===== src/design/akst_pkg.sv =====
// Package: sizes, codes and control types of the address keyed session table.
`timescale 1ns / 1ps
package akst_pkg;

	localparam int TABLE_SLOTS = 64;
	localparam int SLOT_W = (TABLE_SLOTS > 1) ? $clog2(TABLE_SLOTS) : 1;
	localparam int ADDR_W = 32;
	localparam int TIME_W = 32;
	localparam int HIT_W = 32;
	localparam int FREE_W = 6;
	localparam int IDX_OUT_W = 6;
	localparam int STATUS_W = 3;

	localparam logic OP_PACKET = 1'b0;
	localparam logic OP_DELETE = 1'b1;

	typedef enum logic [STATUS_W-1:0] {
		ST_FOUND = 3'd0,
		ST_ALLOCATED = 3'd1,
		ST_FULL = 3'd2,
		ST_DELETED = 3'd3,
		ST_EMPTY = 3'd4
	} status_t;

	typedef enum logic [1:0] {
		S_IDLE,
		S_SCAN,
		S_RESOLVE,
		S_FINISH
	} state_t;

	typedef struct packed {
		logic capture;
		logic scan;
		logic resolve;
		logic finish;
	} cmd_t;

	typedef struct packed {
		logic out_free;
	} sts_t;

endpackage


===== src/design/akst_ctrl.sv =====
// Controller: sequences capture, scan, resolve and finish of one event.
`timescale 1ns / 1ps
module akst_ctrl (
	input  logic clk,
	input  logic arst_n,
	input  logic in_valid,
	output logic in_ready,
	input  akst_pkg::sts_t sts,
	output akst_pkg::cmd_t cmd
);

	akst_pkg::state_t state_q;
	akst_pkg::state_t state_d;

	always_ff @(posedge clk or negedge arst_n) begin
		if (!arst_n) begin
			state_q <= akst_pkg::S_IDLE;
		end else begin
			state_q <= state_d;
		end
	end

	always_comb begin
		state_d = state_q;
		cmd = '0;
		in_ready = 1'b0;
		case (state_q)
			akst_pkg::S_IDLE: begin
				in_ready = 1'b1;
				if (in_valid) begin
					cmd.capture = 1'b1;
					state_d = akst_pkg::S_SCAN;
				end
			end
			akst_pkg::S_SCAN: begin
				cmd.scan = 1'b1;
				state_d = akst_pkg::S_RESOLVE;
			end
			akst_pkg::S_RESOLVE: begin
				cmd.resolve = 1'b1;
				state_d = akst_pkg::S_FINISH;
			end
			akst_pkg::S_FINISH: begin
				if (sts.out_free) begin
					cmd.finish = 1'b1;
					state_d = akst_pkg::S_IDLE;
				end
			end
			default: begin
				state_d = akst_pkg::S_IDLE;
			end
		endcase
	end

endmodule


===== config.mk =====
export PLATFORM = sky130hd
export DESIGN_NAME = akst_ctrl
export DESIGN_NICKNAME = d
export VERILOG_FILES = /design/src/design/akst_pkg.sv /design/src/design/akst_ctrl.sv
export SDC_FILE = /design/constraint.sdc
export NUM_CORES = 1
export LEC_CHECK = 0
export BUFFER_PORTS_ARGS = -buffer_cell sky130_fd_sc_hd__buf_2
export CAP_MARGIN = 20
export CORE_AREA = 2 2 39 41
export DETAILED_ROUTE_END_ITERATION = 16
export DIE_AREA = 0 0 41 43
export GPL_TIMING_DRIVEN = 0
export REMOVE_ABC_BUFFERS = 1
export SYNTH_ARGS = -nofsm -noshare
export SYNTH_HDL_FRONTEND = slang
export SYNTH_SLANG_ARGS = --single-unit

===== constraint.sdc =====
create_clock -name clk -period 1.7 [get_ports clk]
set_input_delay 0.255 -clock clk [delete_from_list [all_inputs] [get_ports clk]]
set_output_delay 0.255 -clock clk [all_outputs]
set_load 0.01 [all_outputs]

## Word level (Yosys, flattened, before mapping)

Index checks and enable logic that the tools add are counted.

- Eq/ne operators: 5
- Muxes and demuxes: 10
- Reductions and logical operators: 2

Operators with widths:

| cell | number |
|---|---|
| 2-bit one-hot mux with 4 select lines | 1 |
| 1-bit two-way mux | 7 |
| 2-bit equality test, second input constant | 2 |
| 2-bit two-way mux | 2 |
| 2-bit inequality test, second input constant | 2 |
| 2-bit by 1-bit equality test with 1-bit output, second input constant | 1 |
| 2-bit logical NOT | 1 |
| 2-bit AND reduction | 1 |

- Bits in registers: 2
- Input bits: 4
- Output and inout bits: 5
- Word-level logic and storage cells: 18

## Longest topological paths before layout

- Depth in word-level cells: 3
- Depth in mapped cells: 4
- Gate-level depth less buffers: 4

## Worst setup path after synthesis

Ideal clock, no wire load.

- Path kind: reg2reg
- Start: reg state_q[0]
- End: reg state_q[1]
- Library setup time: 125 ps
- Data arrival time: 1158 ps
- Required time: 1575 ps
- Slack: 417 ps
- Cell stages (with the launch flop): 5
- Path buffers: 0
- Clock period less this slack: 1283 ps
- Path through: dfrtp_1 > inv_1 > ha_1 > a21oi_2 > mux2_4

- Longest elaborated chain between the ends: 3
- Elaborated cells between the ends (all ways): 8
- Those cells by class: eq/ne: 5; mux: 1; reduce/logical: 2

Ends and longest elaborated chain:

| what | line | RTL |
|---|---|---|
| start: declaration | akst_ctrl.sv:12 | `akst_pkg::state_t state_q;` |
| start signal: assignment | akst_ctrl.sv:17 | `state_q <= akst_pkg::S_IDLE;` |
| start signal: assignment | akst_ctrl.sv:19 | `state_q <= state_d;` |
| 2-bit equality test or 2-bit logical NOT (tied branches) | akst_ctrl.sv:27 | `case (state_q)` |
| 2-bit inequality test (no source line) | -- |  |
| 2-bit AND reduction (no source line) | -- |  |

Parallel ways exist; a longest one is shown, timed or not.
A chain may end at the register's enable or synchronous reset.

==> metrics.yaml <==
hold_slack_ns: 0.354
period_share_pct: 85.8
clk_latency_ns: 0.22
grt_pass1_wl_um: 510
rsz0062_at_grt: "false"
relSlewSlack_pct: 90.3
fin_area_sq_um: 267
fp.dieH_um: 43
die_x_um: 41
post_cts.repair.setup_buffers: 0
ys_warn_count: 0
reg_top3: "state_q x2"
power_density_mw_per_mm2: 1790
drive_gt1_share_pct: 59.3
drc_errors: 0
start_util_pct: 12.6
wl_met3_um: 11
synthDistinctLibCells: 9
via_per_inst: 3.30
wl_met2_um: 197
firstDrtPassIters: 2
place.gp.congestion: 0.618
synth_cells: 15
nets: 37
hp-class: "in2async"
grtUsageTotal_pct: 5.01
cts_tree: "done"
port_buffers: 8
crit_arrival_ns: 1.20
design.core.area_sq_mm: 0.00138
largest_reg_flops: 2
cp.required_ns: 1.44
synth.largest_area_cell: "dfrtp_1"
cts_buffers: 3
post_dp_cell_area_sq_um: 234
dp_cells: 39
grt_start_max_net_pins: 5
synth_top_area_share_pct: 28.8
setup_viol: 0
antenna_left: 0
dp_hpwl_um: 246
ir_worst_vdd_mv: 0.251
dieArea_sq_mm: 0.00176
overflow: 0
synth_area_per_cell_sq_um: 11.6
m1WireLength_um: 107
htree_levels: 1
root_buffer: "clkbuf_4"
finalHoldViolCount: 0
post-route-min-period_ns: 1.46
worstPathMaxFanout: 4
cts_sinks: 2
dr.first_iter.drc_count: 1
critPathKind: "reg2out"
syn_area_sq_um: 174
top_layer: "met3"
grt_antenna_before_repair: 0
diodes: 0
fin_tns_setup_ns: 0
final_cells: 43
boundaryPins: 9
core.rowCount: 14
slew_violations: 0
clockBufferDepth: 2
wirelength_um: 316
clk_pin_slew_ns: 0.03
fillers: 161
place_ws_ns: 0.379
worstMarginPinSlew_ns: 0.146
fmax_ghz: 0.686
num_vias: 142
drt-wirelength-per-cell_um: 7.35
finalClockSkew_ns: 0.000563
cp-end-kind: "output port"
area_growth_pct: 53.2
status: "finished clean"
total_power_mw: 0.476
first_global_vias: 152
top_register: "state_q"
yosys_register_bits: 2
setup_ws_ns: 0.242
synth.top_cells.by_area: "dfrtp_1, ha_1, mux2_4"
post-route-util_pct: 19.3
power.leakage_nw: 0.149
seq_area_frac_synth_pct: 28.8
critPathLaunchType: "flop"
cap_violations: 0
-- report_power, final --
group	internal, mW	switching (mW)	total, mW
combinational	0.152	0.118	0.270
sequential	0.0754	0.0278	0.103
clock	0.0778	0.0258	0.104
total	0.305	0.172	0.476
-- cells in the mapped netlist --
library cell,instances
a21oi_2,1
and2_1,1
and2_2,1
dfrtp_1,2
ha_1,4
inv_1,3
mux2_4,1
nor2b_4,1
o32a_2,1
-- kinds of logic after synthesis --
logic type,count (synthesis),share of synthesized area (%)
and+or+nand+nor,3,15.8
DFF,2,28.8
muxes,1,8.63
buffers and inverters,3,6.47
AOI/OAI and AO/OA,2,11.5
adders and majority gates,4,28.8
-- placed cells by master (no fill, tap or decap), drive strengths merged --
cell,n
a21oi,1
o32a,1
dfrtp,2
buf,8
mux2,1
ha,4
clkbuf,3
dlygate4sd3,1
nor2b,1
inv,3
and2,2
-- layer usage --
metal / up-vias / track usage [%]
li1: 73 / -
met5: - / 0
met2: 3 / 6.88
met3: 0 / 3.14
met4: 0 / 8.00
met1: 66 / 3.19
-- what timing repair did --
item / in CTS / in global routing
hold endpoints to repair: 2 / 0
resized for setup: 0 / 0
setup endpoints to repair: 0 / 0
hold buffers: 1 / 0
-- path summary, 6_finish.rpt --
check | from | cells after the start | slack [ns] | to
worst max-delay path | state_q[0] | 4 | 0.24 | cmd[3]
worst min-delay path | arst_n | 2 | 0.35 | state_q[1]
worst max register to register | state_q[0] | 4 | 0.38 | state_q[1]
worst min register to register | state_q[0] | 1 | 0.57 | state_q[0]
max in group asynchronous | arst_n | 2 | 1.25 | state_q[0]
min in group clk | sts | 3 | 0.44 | state_q[0]
-- layout make-up --
cell class	count	area, sq um	share of cell area [%]
timing repair buffer	9	50.0	18.8
tap	16	20.0	7.51
sequential	2	50.0	18.8
clock buffer	3	22.5	8.45
multi-input combinational	10	113	42.3
inverter	3	11.3	4.23
-- critical path: stages, from the launching register on --
cell	delay (ns)
dfrtp_1	0.39
inv_1	0.08
ha_1	0.24
and2_1	0.15
buf_2	0.13
Power figures use the tool's default switching activity.
